--- src/rtl/ufr_pkg.sv ---
// ----------------------------------------------------------------------------
// ufr_pkg
// Shared constants, status codes and the front-to-back request type of the
// UDP fragment reassembler.
// ----------------------------------------------------------------------------
package ufr_pkg;

  localparam int DATAGRAM_MAX = 1418;
  localparam int PACKET_BYTES = 1048576;
  localparam int HEADER_BYTES = 18;

  localparam int IDX_W   = 11;
  localparam int LEN_W   = 16;
  localparam int WORD_W  = 32;
  localparam int FILL_W  = 21;
  localparam int ADDR_W  = 20;

  localparam logic [IDX_W-1:0] INDEX_MAX     = '1;
  localparam logic [IDX_W-1:0] HDR_LAST_IDX  = IDX_W'(HEADER_BYTES - 1);
  localparam logic [IDX_W-1:0] HDR_BYTES_IDX = IDX_W'(HEADER_BYTES);
  localparam logic [IDX_W-1:0] DGRAM_MAX_IDX = IDX_W'(DATAGRAM_MAX);

  localparam logic [7:0] MAGIC_0 = 8'h46;  // F
  localparam logic [7:0] MAGIC_1 = 8'h52;  // R
  localparam logic [7:0] MAGIC_2 = 8'h4D;  // M
  localparam logic [7:0] MAGIC_3 = 8'h3A;  // :

  localparam logic [2:0] ST_PARTIAL   = 3'd0;
  localparam logic [2:0] ST_COMPLETE  = 3'd1;
  localparam logic [2:0] ST_NOT_FRAG  = 3'd2;
  localparam logic [2:0] ST_HDR_OVER  = 3'd3;
  localparam logic [2:0] ST_STAMP_BAD = 3'd4;
  localparam logic [2:0] ST_PKT_OVER  = 3'd5;

  function automatic logic [7:0] magic_byte(input logic [1:0] pos);
    logic [7:0] m;
    case (pos)
      2'd0:    m = MAGIC_0;
      2'd1:    m = MAGIC_1;
      2'd2:    m = MAGIC_2;
      default: m = MAGIC_3;
    endcase
    return m;
  endfunction

  // One classified byte, as handed from the parser to the assembler.
  typedef struct packed {
    logic [7:0]        byte_data;
    logic              last;
    logic              early;     // datagram byte before the last header byte
    logic              judge;     // last header byte: header is complete
    logic              payload;   // inside the declared payload, below the size limit
    logic [IDX_W-1:0]  offset;    // payload byte index
    logic              magic_ok;
    logic [LEN_W-1:0]  frag_length;
    logic [WORD_W-1:0] frag_pts;
    logic [WORD_W-1:0] frag_dts;
    logic [WORD_W-1:0] frag_total;
  } ufr_op_t;

endpackage

--- src/rtl/ufr_if.sv ---
// ----------------------------------------------------------------------------
// ufr_if
// Valid/ready channels of the reassembler: datagram bytes in, results out.
// ----------------------------------------------------------------------------
interface ufr_byte_if;
  logic       valid;
  logic       ready;
  logic [7:0] byte_value;
  logic       last_byte;

  modport source (output valid, output byte_value, output last_byte, input ready);
  modport sink   (input valid, input byte_value, input last_byte, output ready);
endinterface

interface ufr_result_if;
  logic        valid;
  logic        ready;
  logic        store_write;
  logic [19:0] store_address;
  logic [7:0]  store_data;
  logic        datagram_done;
  logic [2:0]  status;
  logic [20:0] packet_length;
  logic [31:0] presentation_stamp;
  logic [31:0] decode_stamp;

  modport source (output valid, output store_write, output store_address,
                  output store_data, output datagram_done, output status,
                  output packet_length, output presentation_stamp,
                  output decode_stamp, input ready);
  modport sink   (input valid, input store_write, input store_address,
                  input store_data, input datagram_done, input status,
                  input packet_length, input presentation_stamp,
                  input decode_stamp, output ready);
endinterface

--- src/rtl/ufr_front.sv ---
// ----------------------------------------------------------------------------
// ufr_front
// Header parser: counts datagram bytes, checks the magic, collects the
// header fields and tags each byte for the assembler.
// ----------------------------------------------------------------------------
module ufr_front
  import ufr_pkg::*;
(
  input  logic       clk,
  input  logic       rst,
  ufr_byte_if.sink   byte_chan,
  output logic       push_valid,
  input  logic       push_ready,
  output ufr_op_t    push_op
);

  logic [IDX_W-1:0]  byte_index;
  logic              magic_good;
  logic [LEN_W-1:0]  frag_length;
  logic [WORD_W-1:0] frag_pts;
  logic [WORD_W-1:0] frag_dts;
  logic [WORD_W-1:0] frag_total;

  logic [LEN_W-1:0]  frag_length_next;
  logic [WORD_W-1:0] frag_pts_next;
  logic [WORD_W-1:0] frag_dts_next;
  logic [WORD_W-1:0] frag_total_next;
  logic [IDX_W-1:0]  pay_idx;
  logic              accept;

  assign byte_chan.ready = push_ready;
  assign push_valid      = byte_chan.valid;
  assign accept          = byte_chan.valid && push_ready;
  assign pay_idx         = byte_index - HDR_BYTES_IDX;

  always_comb begin
    frag_length_next = frag_length;
    frag_pts_next    = frag_pts;
    frag_dts_next    = frag_dts;
    frag_total_next  = frag_total;
    if (byte_index >= IDX_W'(4) && byte_index < IDX_W'(6)) begin
      frag_length_next = {frag_length[7:0], byte_chan.byte_value};
    end else if (byte_index >= IDX_W'(6) && byte_index < IDX_W'(10)) begin
      frag_pts_next = {frag_pts[23:0], byte_chan.byte_value};
    end else if (byte_index >= IDX_W'(10) && byte_index < IDX_W'(14)) begin
      frag_dts_next = {frag_dts[23:0], byte_chan.byte_value};
    end else if (byte_index >= IDX_W'(14) && byte_index < HDR_BYTES_IDX) begin
      frag_total_next = {frag_total[23:0], byte_chan.byte_value};
    end
  end

  always_comb begin
    push_op.byte_data   = byte_chan.byte_value;
    push_op.last        = byte_chan.last_byte;
    push_op.early       = byte_index < HDR_LAST_IDX;
    push_op.judge       = byte_index == HDR_LAST_IDX;
    push_op.payload     = byte_index >= HDR_BYTES_IDX && byte_index < DGRAM_MAX_IDX &&
                          {{(LEN_W-IDX_W){1'b0}}, pay_idx} < frag_length;
    push_op.offset      = pay_idx;
    push_op.magic_ok    = magic_good;
    push_op.frag_length = frag_length_next;
    push_op.frag_pts    = frag_pts_next;
    push_op.frag_dts    = frag_dts_next;
    push_op.frag_total  = frag_total_next;
  end

  always_ff @(posedge clk) begin
    if (rst) begin
      byte_index  <= '0;
      magic_good  <= 1'b1;
      frag_length <= '0;
      frag_pts    <= '0;
      frag_dts    <= '0;
      frag_total  <= '0;
    end else if (accept) begin
      frag_length <= frag_length_next;
      frag_pts    <= frag_pts_next;
      frag_dts    <= frag_dts_next;
      frag_total  <= frag_total_next;
      if (byte_index < IDX_W'(4) &&
          byte_chan.byte_value != magic_byte(byte_index[1:0])) begin
        magic_good <= 1'b0;
      end
      if (byte_chan.last_byte) begin
        byte_index <= '0;
        magic_good <= 1'b1;
      end else if (byte_index != INDEX_MAX) begin
        byte_index <= byte_index + IDX_W'(1);
      end
    end
  end

endmodule

--- src/rtl/ufr_queue.sv ---
// ----------------------------------------------------------------------------
// ufr_queue
// Two-entry request queue between the parser and the assembler.
// ----------------------------------------------------------------------------
module ufr_queue
  import ufr_pkg::*;
(
  input  logic    clk,
  input  logic    rst,
  input  logic    push_valid,
  output logic    push_ready,
  input  ufr_op_t push_op,
  output logic    pop_valid,
  input  logic    pop_ready,
  output ufr_op_t pop_op
);

  ufr_op_t    entry [2];
  logic       wr_ptr;
  logic       rd_ptr;
  logic [1:0] count;
  logic       push;
  logic       pop;

  assign push_ready = count != 2'd2;
  assign pop_valid  = count != 2'd0;
  assign pop_op     = entry[rd_ptr];
  assign push       = push_valid && push_ready;
  assign pop        = pop_valid && pop_ready;

  always_ff @(posedge clk) begin
    if (push) begin
      entry[wr_ptr] <= push_op;
    end
  end

  always_ff @(posedge clk) begin
    if (rst) begin
      wr_ptr <= 1'b0;
      rd_ptr <= 1'b0;
      count  <= 2'd0;
    end else begin
      if (push) begin
        wr_ptr <= ~wr_ptr;
      end
      if (pop) begin
        rd_ptr <= ~rd_ptr;
      end
      case ({push, pop})
        2'b10:   count <= count + 2'd1;
        2'b01:   count <= count - 2'd1;
        default: count <= count;
      endcase
    end
  end

endmodule

--- src/rtl/ufr_back.sv ---
// ----------------------------------------------------------------------------
// ufr_back
// Packet assembler: judges headers against the packet in progress, places
// payload bytes, tracks the fill offset and registers one result per byte.
// ----------------------------------------------------------------------------
module ufr_back
  import ufr_pkg::*;
(
  input  logic         clk,
  input  logic         rst,
  input  logic         pop_valid,
  output logic         pop_ready,
  input  ufr_op_t      pop_op,
  ufr_result_if.source result_chan
);

  logic [WORD_W-1:0] held_pts;
  logic [WORD_W-1:0] held_dts;
  logic [FILL_W-1:0] held_total;
  logic [FILL_W-1:0] fill_offset;
  logic              payload_accept;
  logic [2:0]        pending_status;

  logic [WORD_W-1:0] held_pts_next;
  logic [WORD_W-1:0] held_dts_next;
  logic [FILL_W-1:0] held_total_next;
  logic [FILL_W-1:0] fill_offset_next;
  logic              payload_accept_next;
  logic [2:0]        pending_status_next;

  logic              wr_next;
  logic [ADDR_W-1:0] addr_next;
  logic [7:0]        data_next;
  logic              done_next;
  logic [2:0]        status_next;
  logic [FILL_W-1:0] length_next;
  logic [WORD_W-1:0] pts_next;
  logic [WORD_W-1:0] dts_next;

  logic [LEN_W:0]    hdr_span;
  logic [FILL_W:0]   fill_end;
  logic              pop;

  assign pop_ready = !result_chan.valid || result_chan.ready;
  assign pop       = pop_valid && pop_ready;
  assign hdr_span  = {1'b0, pop_op.frag_length} + (LEN_W+1)'(HEADER_BYTES);
  assign fill_end  = {1'b0, fill_offset} + (FILL_W+1)'(pop_op.frag_length);

  always_comb begin
    held_pts_next       = held_pts;
    held_dts_next       = held_dts;
    held_total_next     = held_total;
    fill_offset_next    = fill_offset;
    payload_accept_next = payload_accept;
    pending_status_next = pending_status;

    wr_next     = 1'b0;
    addr_next   = '0;
    data_next   = '0;
    done_next   = 1'b0;
    status_next = ST_PARTIAL;
    length_next = '0;
    pts_next    = '0;
    dts_next    = '0;

    if (pop_op.payload && payload_accept) begin
      wr_next   = 1'b1;
      addr_next = fill_offset[ADDR_W-1:0] + ADDR_W'(pop_op.offset);
      data_next = pop_op.byte_data;
    end

    if (pop_op.judge) begin
      payload_accept_next = 1'b0;
      if (!pop_op.magic_ok) begin
        pending_status_next = ST_NOT_FRAG;
      end else if (fill_offset == '0) begin
        if (pop_op.frag_total > WORD_W'(PACKET_BYTES)) begin
          pending_status_next = ST_PKT_OVER;
        end else begin
          held_pts_next   = pop_op.frag_pts;
          held_dts_next   = pop_op.frag_dts;
          held_total_next = pop_op.frag_total[FILL_W-1:0];
          if (hdr_span > (LEN_W+1)'(DATAGRAM_MAX)) begin
            pending_status_next = ST_HDR_OVER;
          end else if (WORD_W'(pop_op.frag_length) > pop_op.frag_total) begin
            pending_status_next = ST_PKT_OVER;
          end else begin
            pending_status_next = ST_PARTIAL;
            payload_accept_next = 1'b1;
          end
        end
      end else if (pop_op.frag_pts != held_pts) begin
        pending_status_next = ST_STAMP_BAD;
        fill_offset_next    = '0;
      end else if (fill_end > {1'b0, held_total}) begin
        pending_status_next = ST_PKT_OVER;
        fill_offset_next    = '0;
      end else begin
        pending_status_next = ST_PARTIAL;
        payload_accept_next = 1'b1;
      end
    end

    // an accepted fragment never has its fill offset cleared by the header check
    if (pop_op.last) begin
      done_next = 1'b1;
      if (pop_op.early) begin
        status_next = ST_NOT_FRAG;
      end else if (payload_accept_next) begin
        if (WORD_W'(fill_end) == pop_op.frag_total) begin
          status_next      = ST_COMPLETE;
          length_next      = held_total_next;
          pts_next         = held_pts_next;
          dts_next         = held_dts_next;
          fill_offset_next = '0;
        end else begin
          status_next      = ST_PARTIAL;
          fill_offset_next = fill_end[FILL_W-1:0];
        end
      end else begin
        status_next = pending_status_next;
      end
      payload_accept_next = 1'b0;
      pending_status_next = ST_PARTIAL;
    end
  end

  always_ff @(posedge clk) begin
    if (rst) begin
      held_pts           <= '0;
      held_dts           <= '0;
      held_total         <= '0;
      fill_offset        <= '0;
      payload_accept     <= 1'b0;
      pending_status     <= ST_PARTIAL;
      result_chan.valid  <= 1'b0;
    end else begin
      if (pop) begin
        held_pts          <= held_pts_next;
        held_dts          <= held_dts_next;
        held_total        <= held_total_next;
        fill_offset       <= fill_offset_next;
        payload_accept    <= payload_accept_next;
        pending_status    <= pending_status_next;
        result_chan.valid <= 1'b1;
      end else if (result_chan.ready) begin
        result_chan.valid <= 1'b0;
      end
    end
  end

  // Result payload: load on pop, hold while stalled.
  always_ff @(posedge clk) begin
    if (pop) begin
      result_chan.store_write        <= wr_next;
      result_chan.store_address      <= addr_next;
      result_chan.store_data         <= data_next;
      result_chan.datagram_done      <= done_next;
      result_chan.status             <= status_next;
      result_chan.packet_length      <= length_next;
      result_chan.presentation_stamp <= pts_next;
      result_chan.decode_stamp       <= dts_next;
    end
  end

endmodule

--- src/rtl/udp_fragment_reassembler.sv ---
// ----------------------------------------------------------------------------
// udp_fragment_reassembler
// Rebuilds packets from framed UDP datagrams, one byte per request.
// ----------------------------------------------------------------------------
// Takes one datagram byte per cycle and returns one result per byte. Each
// accepted byte passes through the two-entry request queue behind the header
// parser and then the assembler's output register before its result appears.
// Payload bytes come out as store writes at the packet fill offset; the
// result for a datagram's last byte carries the status and, when a packet
// completes, its length and stamps. The byte channel stalls only when the
// queue is full, which happens only while the result channel is held off.
module udp_fragment_reassembler
  import ufr_pkg::*;
(
  input  logic         clk,
  input  logic         rst,
  ufr_byte_if.sink     byte_chan,
  ufr_result_if.source result_chan
);

  logic    push_valid;
  logic    push_ready;
  ufr_op_t push_op;
  logic    pop_valid;
  logic    pop_ready;
  ufr_op_t pop_op;

  ufr_front u_front (
    .clk        (clk),
    .rst        (rst),
    .byte_chan  (byte_chan),
    .push_valid (push_valid),
    .push_ready (push_ready),
    .push_op    (push_op)
  );

  ufr_queue u_queue (
    .clk        (clk),
    .rst        (rst),
    .push_valid (push_valid),
    .push_ready (push_ready),
    .push_op    (push_op),
    .pop_valid  (pop_valid),
    .pop_ready  (pop_ready),
    .pop_op     (pop_op)
  );

  ufr_back u_back (
    .clk         (clk),
    .rst         (rst),
    .pop_valid   (pop_valid),
    .pop_ready   (pop_ready),
    .pop_op      (pop_op),
    .result_chan (result_chan)
  );

endmodule
--- src/flat_wrapper.sv ---
// flat-port wrapper written by rule: the top's interface ports become plain ports
module udp_fragment_reassembler_flat import ufr_pkg::*;
  (clk, rst, byte_chan_valid, byte_chan_byte_value, byte_chan_last_byte, byte_chan_ready, result_chan_valid, result_chan_store_write, result_chan_store_address, result_chan_store_data, result_chan_datagram_done, result_chan_status, result_chan_packet_length, result_chan_presentation_stamp, result_chan_decode_stamp, result_chan_ready);
  ufr_byte_if byte_chan_i ();
  ufr_result_if result_chan_i ();
  input  logic clk;
  input  logic rst;
  input wire logic [$bits(byte_chan_i.valid)-1:0] byte_chan_valid;
  input wire logic [$bits(byte_chan_i.byte_value)-1:0] byte_chan_byte_value;
  input wire logic [$bits(byte_chan_i.last_byte)-1:0] byte_chan_last_byte;
  output wire logic [$bits(byte_chan_i.ready)-1:0] byte_chan_ready;
  output wire logic [$bits(result_chan_i.valid)-1:0] result_chan_valid;
  output wire logic [$bits(result_chan_i.store_write)-1:0] result_chan_store_write;
  output wire logic [$bits(result_chan_i.store_address)-1:0] result_chan_store_address;
  output wire logic [$bits(result_chan_i.store_data)-1:0] result_chan_store_data;
  output wire logic [$bits(result_chan_i.datagram_done)-1:0] result_chan_datagram_done;
  output wire logic [$bits(result_chan_i.status)-1:0] result_chan_status;
  output wire logic [$bits(result_chan_i.packet_length)-1:0] result_chan_packet_length;
  output wire logic [$bits(result_chan_i.presentation_stamp)-1:0] result_chan_presentation_stamp;
  output wire logic [$bits(result_chan_i.decode_stamp)-1:0] result_chan_decode_stamp;
  input wire logic [$bits(result_chan_i.ready)-1:0] result_chan_ready;
  assign byte_chan_i.valid = byte_chan_valid;
  assign byte_chan_i.byte_value = byte_chan_byte_value;
  assign byte_chan_i.last_byte = byte_chan_last_byte;
  assign byte_chan_ready = byte_chan_i.ready;
  assign result_chan_valid = result_chan_i.valid;
  assign result_chan_store_write = result_chan_i.store_write;
  assign result_chan_store_address = result_chan_i.store_address;
  assign result_chan_store_data = result_chan_i.store_data;
  assign result_chan_datagram_done = result_chan_i.datagram_done;
  assign result_chan_status = result_chan_i.status;
  assign result_chan_packet_length = result_chan_i.packet_length;
  assign result_chan_presentation_stamp = result_chan_i.presentation_stamp;
  assign result_chan_decode_stamp = result_chan_i.decode_stamp;
  assign result_chan_i.ready = result_chan_ready;
  udp_fragment_reassembler u_core (.clk(clk), .rst(rst), .byte_chan(byte_chan_i), .result_chan(result_chan_i));
endmodule
--- config.mk ---
export PLATFORM = sky130hd
export DESIGN_NAME = udp_fragment_reassembler_flat
export DESIGN_NICKNAME = d
export VERILOG_FILES = /design/src/rtl/ufr_pkg.sv /design/src/rtl/ufr_if.sv /design/src/rtl/ufr_front.sv /design/src/rtl/ufr_queue.sv /design/src/rtl/ufr_back.sv /design/src/rtl/udp_fragment_reassembler.sv /design/src/flat_wrapper.sv
export SDC_FILE = /design/constraint.sdc
export NUM_CORES = 1
export LEC_CHECK = 0
export ABC_AREA = 1
export BUFFER_PORTS_ARGS = -buffer_cell sky130_fd_sc_hd__buf_2
export CAP_MARGIN = 40
export CORE_AREA = 2 2 263 265
export CTS_CLUSTER_SIZE = 30
export DETAILED_ROUTE_END_ITERATION = 7
export DIE_AREA = 0 0 265 267
export PLACE_DENSITY = 0.59
export SLEW_MARGIN = 25
export SYNTH_ARGS = -nofsm -noshare
export SYNTH_HDL_FRONTEND = slang
export SYNTH_SLANG_ARGS = --single-unit
--- constraint.sdc ---
create_clock -name clk -period 8.36 [get_ports clk]
set_input_delay 0.418 -clock clk [delete_from_list [all_inputs] [get_ports clk]]
set_output_delay 0.418 -clock clk [all_outputs]
set_load 0.01 [all_outputs]
==> results of run 1 <==
-- worst max-delay path, delay by kind of cell (launching register included) --
| family | cells | cell delay, ns |
|---|---|---|
| adder cells (fa/ha/maj) | 3 | 0.94 |
| AND/OR/NAND/NOR | 22 | 2.83 |
| flip-flops | 1 | 0.70 |
| buffers and inverters | 3 | 0.94 |
| AO/OA/AOI/OAI | 1 | 0.08 |
-- final cells by class --
class	count	area [µm²]	share of cell area
sequential	630	16500	0.484
multi-input combinational	2166	11100	0.325
inverter	537	2020	0.0592
clock buffer	100	1990	0.0582
tap	882	1100	0.0323
timing repair buffer	164	1010	0.0296
clock inverter	31	409	0.0120
-- cells in the mapped netlist (2+ instances only) --
cell	count	share of area
xnor2_1	7	0.0020
nor2_4	2	0.00074
o211ai_1	88	0.022
nand2_2	10	0.0021
or2_2	6	0.0012
o21ai_2	12	0.0035
a31oi_1	3	0.00062
buf_2	13	0.0021
nor3b_1	3	0.00074
xnor3_1	2	0.0015
nor2_1	282	0.035
buf_1	16	0.0020
xor2_1	40	0.012
dfxtp_1	240	0.16
nand4_1	30	0.0062
fa_1	2	0.0013
nand2_1	818	0.10
nand3_1	98	0.016
nor2_2	2	0.00041
inv_2	3	0.00037
o21ai_0	282	0.047
or2_1	6	0.0012
nor4_1	5	0.0010
edfxtp_1	390	0.39
nand2_4	2	0.00074
o21a_1	9	0.0022
nor3_1	22	0.0036
clkbuf_1	103	0.013
mux2i_1	32	0.011
buf_6	14	0.0052
and2_1	5	0.0010
buf_4	7	0.0017
o21bai_1	2	0.00050
o21ai_1	41	0.0068
o2111ai_1	3	0.00087
a21oi_1	246	0.041
ha_1	85	0.035
nand3b_1	7	0.0017
o31ai_1	2	0.00050
a21boi_0	2	0.00050
inv_1	533	0.066
-- sequential cells by signal, summed over array words and instances, names as in the netlist, 2 cells and up, named ones only --
register / cells
u_core.u_back.result_chan.packet_length: 21
u_core.u_front.byte_index: 11
u_core.u_queue.count: 2
u_core.u_back.held_pts: 32
u_core.u_back.result_chan.store_data: 8
u_core.u_back.result_chan.presentation_stamp: 32
u_core.u_back.pending_status: 3
u_core.u_front.frag_total: 32
u_core.u_back.result_chan.decode_stamp: 32
u_core.u_queue.entry: 272
u_core.u_front.frag_length: 16
u_core.u_front.frag_pts: 32
u_core.u_back.result_chan.status: 3
u_core.u_back.fill_offset: 21
u_core.u_back.held_total: 21
u_core.u_back.held_dts: 32
u_core.u_back.result_chan.store_address: 20
u_core.u_front.frag_dts: 32
-- worst paths after layout --
kind / startpoint / endpoint / depth (start not counted)
setup / recovery: register / u_core.u_back.result_chan.decode_stamp[17] / 29
hold / removal: byte_chan_byte_value[2] / u_core.u_queue.entry[1][130] / 1
setup reg to reg: register / u_core.u_back.result_chan.decode_stamp[17] / 29
hold reg to reg: u_core.u_queue.rd_ptr / u_core.u_queue.rd_ptr / 1
-- placed cells by master (no fill, tap or decap), types with 8 or more instances in the layout --
cell       instances
nand2_1          817
inv_1            532
edfxtp_1         390
o21ai_0          282
nor2_1           280
a21oi_1          245
dfxtp_1          239
buf_2            132
nand3_1           97
o211ai_1          88
ha_1              85
clkbuf_16         72
o21ai_1           41
xor2_1            40
mux2i_1           32
nand4_1           30
buf_4             24
nor3_1            22
clkbuf_1          20
o21ai_2           12
clkinv_2          11
nand2_2           10
o21a_1             9
clkbuf_8           8
-- where the power goes --
group / internal [mW] / switching [mW]
Clock: 1.87 / 1.29
Sequential: 4.19 / 0.310
Combinational: 1.29 / 2.80
Total: 7.34 / 4.40
-- per-stage QoR --
| stage | setup slack, ns | instances | area, µm² |
|---|---|---|---|
| CTS | 2.39 | 4509 | 34100 |
| global placement | 2.55 | 4370 | 31600 |
| floorplan | 0.668 | 3486 | 30300 |
| finish | 2.44 | 4510 | 34100 |
| detailed placement | 2.40 | 4378 | 31700 |
| global route | 1.85 | 4510 | 34100 |
-- logic make-up after synthesis --
family,count (synthesis)
multiplexers,33
AND/OR/NAND/NOR,1301
adder cells (fa/ha/maj),87
XOR/XNOR,51
buffers and inverters,690
flip-flops,630
AO/OA/AOI/OAI,694
-- layer usage --
| layer | wire length, µm | share of wire | vias to the layer above | track usage |
|---|---|---|---|---|
| li1 | - | - | 11600 | - |
| met3 | 3810 | 0.049 | 155 | 0.0321 |
| met4 | 2770 | 0.036 | 2 | 0.0832 |
| met2 | 35900 | 0.47 | 510 | 0.359 |
| met5 | 16 | 0.00021 | - | 0 |
| met1 | 34600 | 0.45 | 10600 | 0.294 |
==> out/qor.yml, run 1 <==
viasPerCell: 5.08
synthSimpleGateAreaFrac: 0.174
cts_tree: "built"
power_mw: 11.7
slowest_delay_ns: 0.70
grt-ovfl-total: 0
layout-drive-gt1-share: 0.0885
relSlewSlack: 0.242
hold_class: "in -> reg"
synth_top_family_by_area: "simple AND/OR/NAND/NOR gates"
fin_hold_ws_ns: 0.0301
clk_path_buf_depth: 3
setup_violations: 0
required_ns: 8.71
wirelength_um: 77100
seq_area_frac_synth: 0.545
dr_total_vias: 22900
peakVddDrop_mv: 0.305
area_growth_pct: 12.7
numCtsBuffers: 71
fmax_mhz: 169
fin_tns_setup_ns: 0
clk_pin_slew_ns: 0.06
synth_seq_cells: 630
wl_per_cell_um: 17.1
synthMuxAreaShare: 0.0110
dp_hpwl_um: 53100
finalWorstPathRequiredPeriod_ns: 5.92
leakage_nw: 15.1
status: "finished clean"
antenna_left: 0
grt_max_degree: 205
ios: 133
max_cap_viol_count: 0
maxSlewViolCount: 0
timing.final.crit_share: 0.708
clockRootBuffer: "clkbuf_16"
ctsHtreeMaxLevel: 3
yosys_warnings: 0
finalClockSkew_ns: 0.0392
start_util: 0.445
dieArea_mm2: 0.0708
first_pass_iters: 5
synth-compound-area-share: 0.126
synth_edf_count: 390
io_buffers: 132
syn_area_per_cell_um2: 8.69
crit_top_cell: "nand2_1"
finalHoldViolCount: 0
synth_ff_type: "edfxtp_1"
cp-end-kind: "register"
synth-xor-area-share: 0.0164
clock-sinks: 630
cts_hold_buffers: 0
rrSetupSlack_ns: 2.44
core-area_mm2: 0.0680
num_rows: 96
worst_pin_slew_ns: 1.14
post_cts_buffers: 0
path_max_fanout: 60
syn_area_mm2: 0.0303
synthesis.nets: 3586
cellPowerDensity_mw_per_mm2: 344
grt_first_pass_wirelength_um: 120000
arrival_ns: 6.26
gp_congestion: 0.952
fp.dieW_um: 265
fillers: 6385
grt_pass1_vias: 21300
synth_cell_types: 52
rsz0062_at_grt: "false"
drt_iter0_markers: 1845
synth_fa_ha_area_frac: 0.0364
route.detailed.drc: 0
async_flop_share: 0
grt_antenna_before_repair: 5
diodes: 0
cts_resized: 0
worstSetupPathType: "reg -> reg"
die_h_um: 267
cp_slowest_cell: "dfxtp_4"
synthCells: 3486
clock_latency_ns: 0.63
final_util: 0.502
nNetsFinal: 3670
gr-usage-all-layers: 0.219
critPathLaunchType: "register"
(Power assumes the default switching activity.)
==> inputs of run 2 (changes only) <==
--- a/config.mk
+++ b/config.mk
@@ -5,14 +5,14 @@
 export SDC_FILE = /design/constraint.sdc
 export NUM_CORES = 1
 export LEC_CHECK = 0
-export ABC_AREA = 1
+export ABC_AREA = 0
 export BUFFER_PORTS_ARGS = -buffer_cell sky130_fd_sc_hd__buf_2
 export CAP_MARGIN = 40
-export CORE_AREA = 2 2 263 265
+export CORE_AREA = 2 2 257 259
 export CTS_CLUSTER_SIZE = 30
 export DETAILED_ROUTE_END_ITERATION = 7
-export DIE_AREA = 0 0 265 267
-export PLACE_DENSITY = 0.59
+export DIE_AREA = 0 0 259 261
+export PLACE_DENSITY = 0.61
 export SLEW_MARGIN = 25
 export SYNTH_ARGS = -nofsm -noshare
 export SYNTH_HDL_FRONTEND = slang
==> constraint.sdc (replaced) <==
create_clock -name clk -period 5.1 [get_ports clk]
set_input_delay 0.255 -clock clk [delete_from_list [all_inputs] [get_ports clk]]
set_output_delay 0.255 -clock clk [all_outputs]
set_load 0.01 [all_outputs]
==> out/qor.yml, run 2 <==
status: "finished clean"
route.detailed.drc: 0  # unchanged
yosys_warnings: 0  # unchanged
cp-end-kind: "register"
leakage_nw: 12.3  # -18%
area_growth_pct: 21.0
wirelength_um: 78000  # +1.1%
rrSetupSlack_ns: 0.02  # -2.43 ns
synth-compound-area-share: 0.121  # -0.00516
synth-xor-area-share: 0.0324  # +0.0160
worstHoldStart: "rst"
pwr-share-seq: 0.401  # +0.018
seq_area_frac_synth: 0.571  # +0.0252
fmax_mhz: 197  # +16%
clockRootBuffer: "clkbuf_16"
clock_latency_ns: 0.62  # about the same
clock-sinks: 630  # unchanged
max_cap_viol_count: 0  # unchanged
netlist.area_leader.share: 0.405  # +0.0179
fin_hold_ws_ns: 0.0707  # +0.0406 ns
syn_area_per_cell_um2: 11.4  # +32%
fin_cells: 3683  # -18%
antenna_left: 0  # unchanged
synth_edf_count: 390  # unchanged
final_util: 0.538  # +0.0364
synth_top_family_by_area: "compound AO/OA/AOI/OAI gates"
layout_commonest_cell: "edfxtp_1"
wl_per_cell_um: 21.2  # +24%
layout-drive-gt1-share: 0.258  # +0.169
crit_top_cell: "buf_4"
worst-path-buf-inv: 6  # +3
clk_path_buf_depth: 3  # unchanged
nNetsFinal: 2861  # -22%
path_max_fanout: 7  # -88%
fin_area_mm2: 0.0350  # +2.6%
grt_max_degree: 161  # -21%
power_frac_clock: 0.312  # +0.043
largest_reg_flops: 272  # unchanged
required_ns: 5.56  # -3.15 ns
cp_cell_sequence: "buf_4 -> buf_4 -> mux2_4 -> ha_1 -> a21oi_2 -> o21bai_2 -> a211o_4 -> buf_4 -> a21oi_4 -> xnor2_2 -> ha_1 -> a211o_1 -> o211ai_1 -> a21oi_1 -> o21ai_1 -> o211a_1 -> o211ai_1 -> buf_4 -> o221ai_4 -> nand3_2 -> or2_4 -> buf_12 -> clkbuf_16 -> a211oi_1"
layout_common_cells: "edfxtp_1, nor2_1, dfxtp_1, nand2_1, buf_4"
fillers: 5542  # -13%
timing.final.crit_share: 0.997  # +0.289
drt_iter0_markers: 1572  # -15%
dr_total_vias: 20600  # -10%
synth_cell_types: 71  # +37%
gr-usage-all-layers: 0.225  # +0.00633
synthCells: 2533  # -27%
setup_violations: 0  # unchanged
swShare: 0.322  # -0.0533
ios: 133  # unchanged
slowest_delay_ns: 0.38  # -0.32 ns
finalWorstPathRequiredPeriod_ns: 5.08  # -0.832 ns
diodes: 0  # unchanged
p_comb_frac: 0.287  # -0.061
fp.dieW_um: 259  # -2.3%
maxSlewViolCount: 0  # unchanged
hold_depth: 2  # +1
dieArea_mm2: 0.0676  # -4.5%
dp_worst_setup_slack_ns: -0.341  # -2.74 ns
rsz0062_at_grt: "true"
largest_register: "u_core.u_queue.entry"
peakVddDrop_mv: 0.295  # -3.4%
grt_first_pass_wirelength_um: 118000  # -1.9%
reg2reg_depth: 24  # -17%
post-place-cells: 3518  # -20%
die_h_um: 261  # -2.2%
grt_antenna_before_repair: 0  # -5
synth_seq_cells: 630  # unchanged
timing.rr.end: "u_core.u_back.result_chan.decode_stamp[14]"
clk_pin_slew_ns: 0.06  # about the same
critPathLaunchType: "register"
synthSimpleGateAreaFrac: 0.121  # -0.0536
core-area_mm2: 0.0650  # -4.3%
synthTopCellsByCount: "edfxtp_1, nor2_1, dfxtp_1"
worstSetupPathType: "reg -> reg"
worst_pin_slew_ns: 0.963  # -0.174 ns
numCtsBuffers: 70  # -1.4%
io_buffers: 132  # unchanged
first_pass_iters: 5  # unchanged
ctsHtreeMaxLevel: 3  # unchanged
finalHoldViolCount: 0  # unchanged
syn_area_mm2: 0.0289  # -4.4%
grt-ovfl-total: 0  # unchanged
hold_class: "in -> reg"
p_switching_mw: 5.35  # +22%
intPower_mw: 11.3  # +54%
num_rows: 94  # -2.1%
synthMostInstantiatedCell: "edfxtp_1"
cts_tree: "built"
synth_ff_type: "edfxtp_1"
synthMuxAreaShare: 0.0866  # +0.0756
start_util: 0.445  # about the same
dpl-instance-area_mm2: 0.0315  # -0.74%
grt_pass1_vias: 19900  # -6.4%
worst_slack_ns: 0.0169  # -2.43 ns
relSlewSlack: 0.358  # +0.116
cellPowerDensity_mw_per_mm2: 475  # +38%
finalClockSkew_ns: 0.0430  # +0.00388 ns
worst_path_dominant_cell_family: "compound AO/OA/AOI/OAI gates"
synth.area.top_cells: "edfxtp_1, dfxtp_1, mux2_2"
dp_hpwl_um: 52300  # -1.4%
arrival_ns: 5.54  # -0.72 ns
viasPerCell: 5.59  # +10%
synth_top_area_cell: "edfxtp_1"
synth_fa_ha_area_frac: 0.0381  # +0.00169
async_flop_share: 0  # unchanged
gp_congestion: 0.965  # +1.4%
synthesis.nets: 2633  # -27%
cp_slowest_cell: "a211o_4"
run 2: cell types whose count changed in the layout (fill, tap and decap cells not counted), sizes merged, moves of 73 or more:
cell / delta
a211oi: +191
o21ai: -295
mux2i: +76
nand2: -645
mux2: +124
inv: -466
o211ai: -73
a21oi: -129
buf: +137
run 2: power groups by stage:
stage	sequential, mW	combinational, mW	clock (mW)
detailed placement	6.80	4.45	0
global route	6.75	5.15	5.51
finish	6.68	4.77	5.19
floorplan	6.97	2.63	0
global placement	6.79	4.40	0
CTS	6.68	4.61	5.30
run 2: metal layers:
| metal | share of wire | up-vias | GRT usage |
|---|---|---|---|
| li1 | - | 9758 | - |
| met1 | 0.46 | 10200 | 0.314 |
| met2 | 0.47 | 490 | 0.361 |
| met3 | 0.046 | 112 | 0.0334 |
| met4 | 0.028 | 0 | 0.0763 |
| met5 | 0 | - | 0 |
run 2: cell type report:
class / instances / area (µm²) / area share
Clock buffer: 99 / 1960 / 0.0560
Multi-Input combinational cell: 1683 / 12400 / 0.354
Sequential cell: 630 / 16500 / 0.472
Tap cell: 864 / 1080 / 0.0309
Inverter: 69 / 264 / 0.00754
Timing Repair Buffer: 307 / 2340 / 0.0669
Clock inverter: 31 / 444 / 0.0127
run 2: logic make-up (layout without fill, tap and decap cells):
group / after synthesis / after routing
simple gates: 782 / 782
flops: 630 / 630
fa+ha+maj: 87 / 87
compound gates: 474 / 474
mux: 233 / 233
buf+inv: 220 / 506
xor+xnor: 107 / 107
run 2: worst reg2reg max path, cell delays in order, from the launching register on:
cell and delay (ns):
dfxtp_4 0.36, buf_4 0.13, buf_4 0.14, mux2_4 0.33, ha_1 0.30, a21oi_2 0.19
o21bai_2 0.10, a211o_4 0.38, buf_4 0.17, a21oi_4 0.16, xnor2_2 0.18, ha_1 0.30
a211o_1 0.30, o211ai_1 0.08, a21oi_1 0.09, o21ai_1 0.15, o211a_1 0.18, o211ai_1 0.10
buf_4 0.19, o221ai_4 0.19, nand3_2 0.11, or2_4 0.27, buf_12 0.16, clkbuf_16 0.20
a211oi_1 0.17
run 2: timing repair:
item,4_1_cts,5_1_grt
gates resized for setup,31,112
pin swaps,9,37
setup buffers,13,15
cloned,1,4
setup endpoints to repair,109,109
hold buffers,2,0
hold endpoints to repair,4,0
run 2: worst max-delay path by stage:
stage | endpoint | slack, ns | depth (start not counted)
2_1_floorplan | u_core.u_back.result_chan.packet_length[0] | -0.39 | 30
3_3_place_gp | u_core.u_back.result_chan.decode_stamp[15] | -0.18 | 21
3_5_place_dp | u_core.u_back.result_chan.decode_stamp[29] | -0.34 | 21
4_1_cts | u_core.u_back.result_chan.packet_length[5] | 0.005 | 24
5_1_grt | u_core.u_back.result_chan.decode_stamp[11] | -0.20 | 24
6_report | u_core.u_back.result_chan.decode_stamp[14] | 0.02 | 24
run 2: per-stage QoR:
stage                     power, mW  TNS [ns]
after floorplan                9.60    -35.21
after global placement         11.2    -11.72
after detailed placement       11.3    -26.10
after CTS                      16.6         0
after global routing           17.4    -14.32
final                          16.6         0
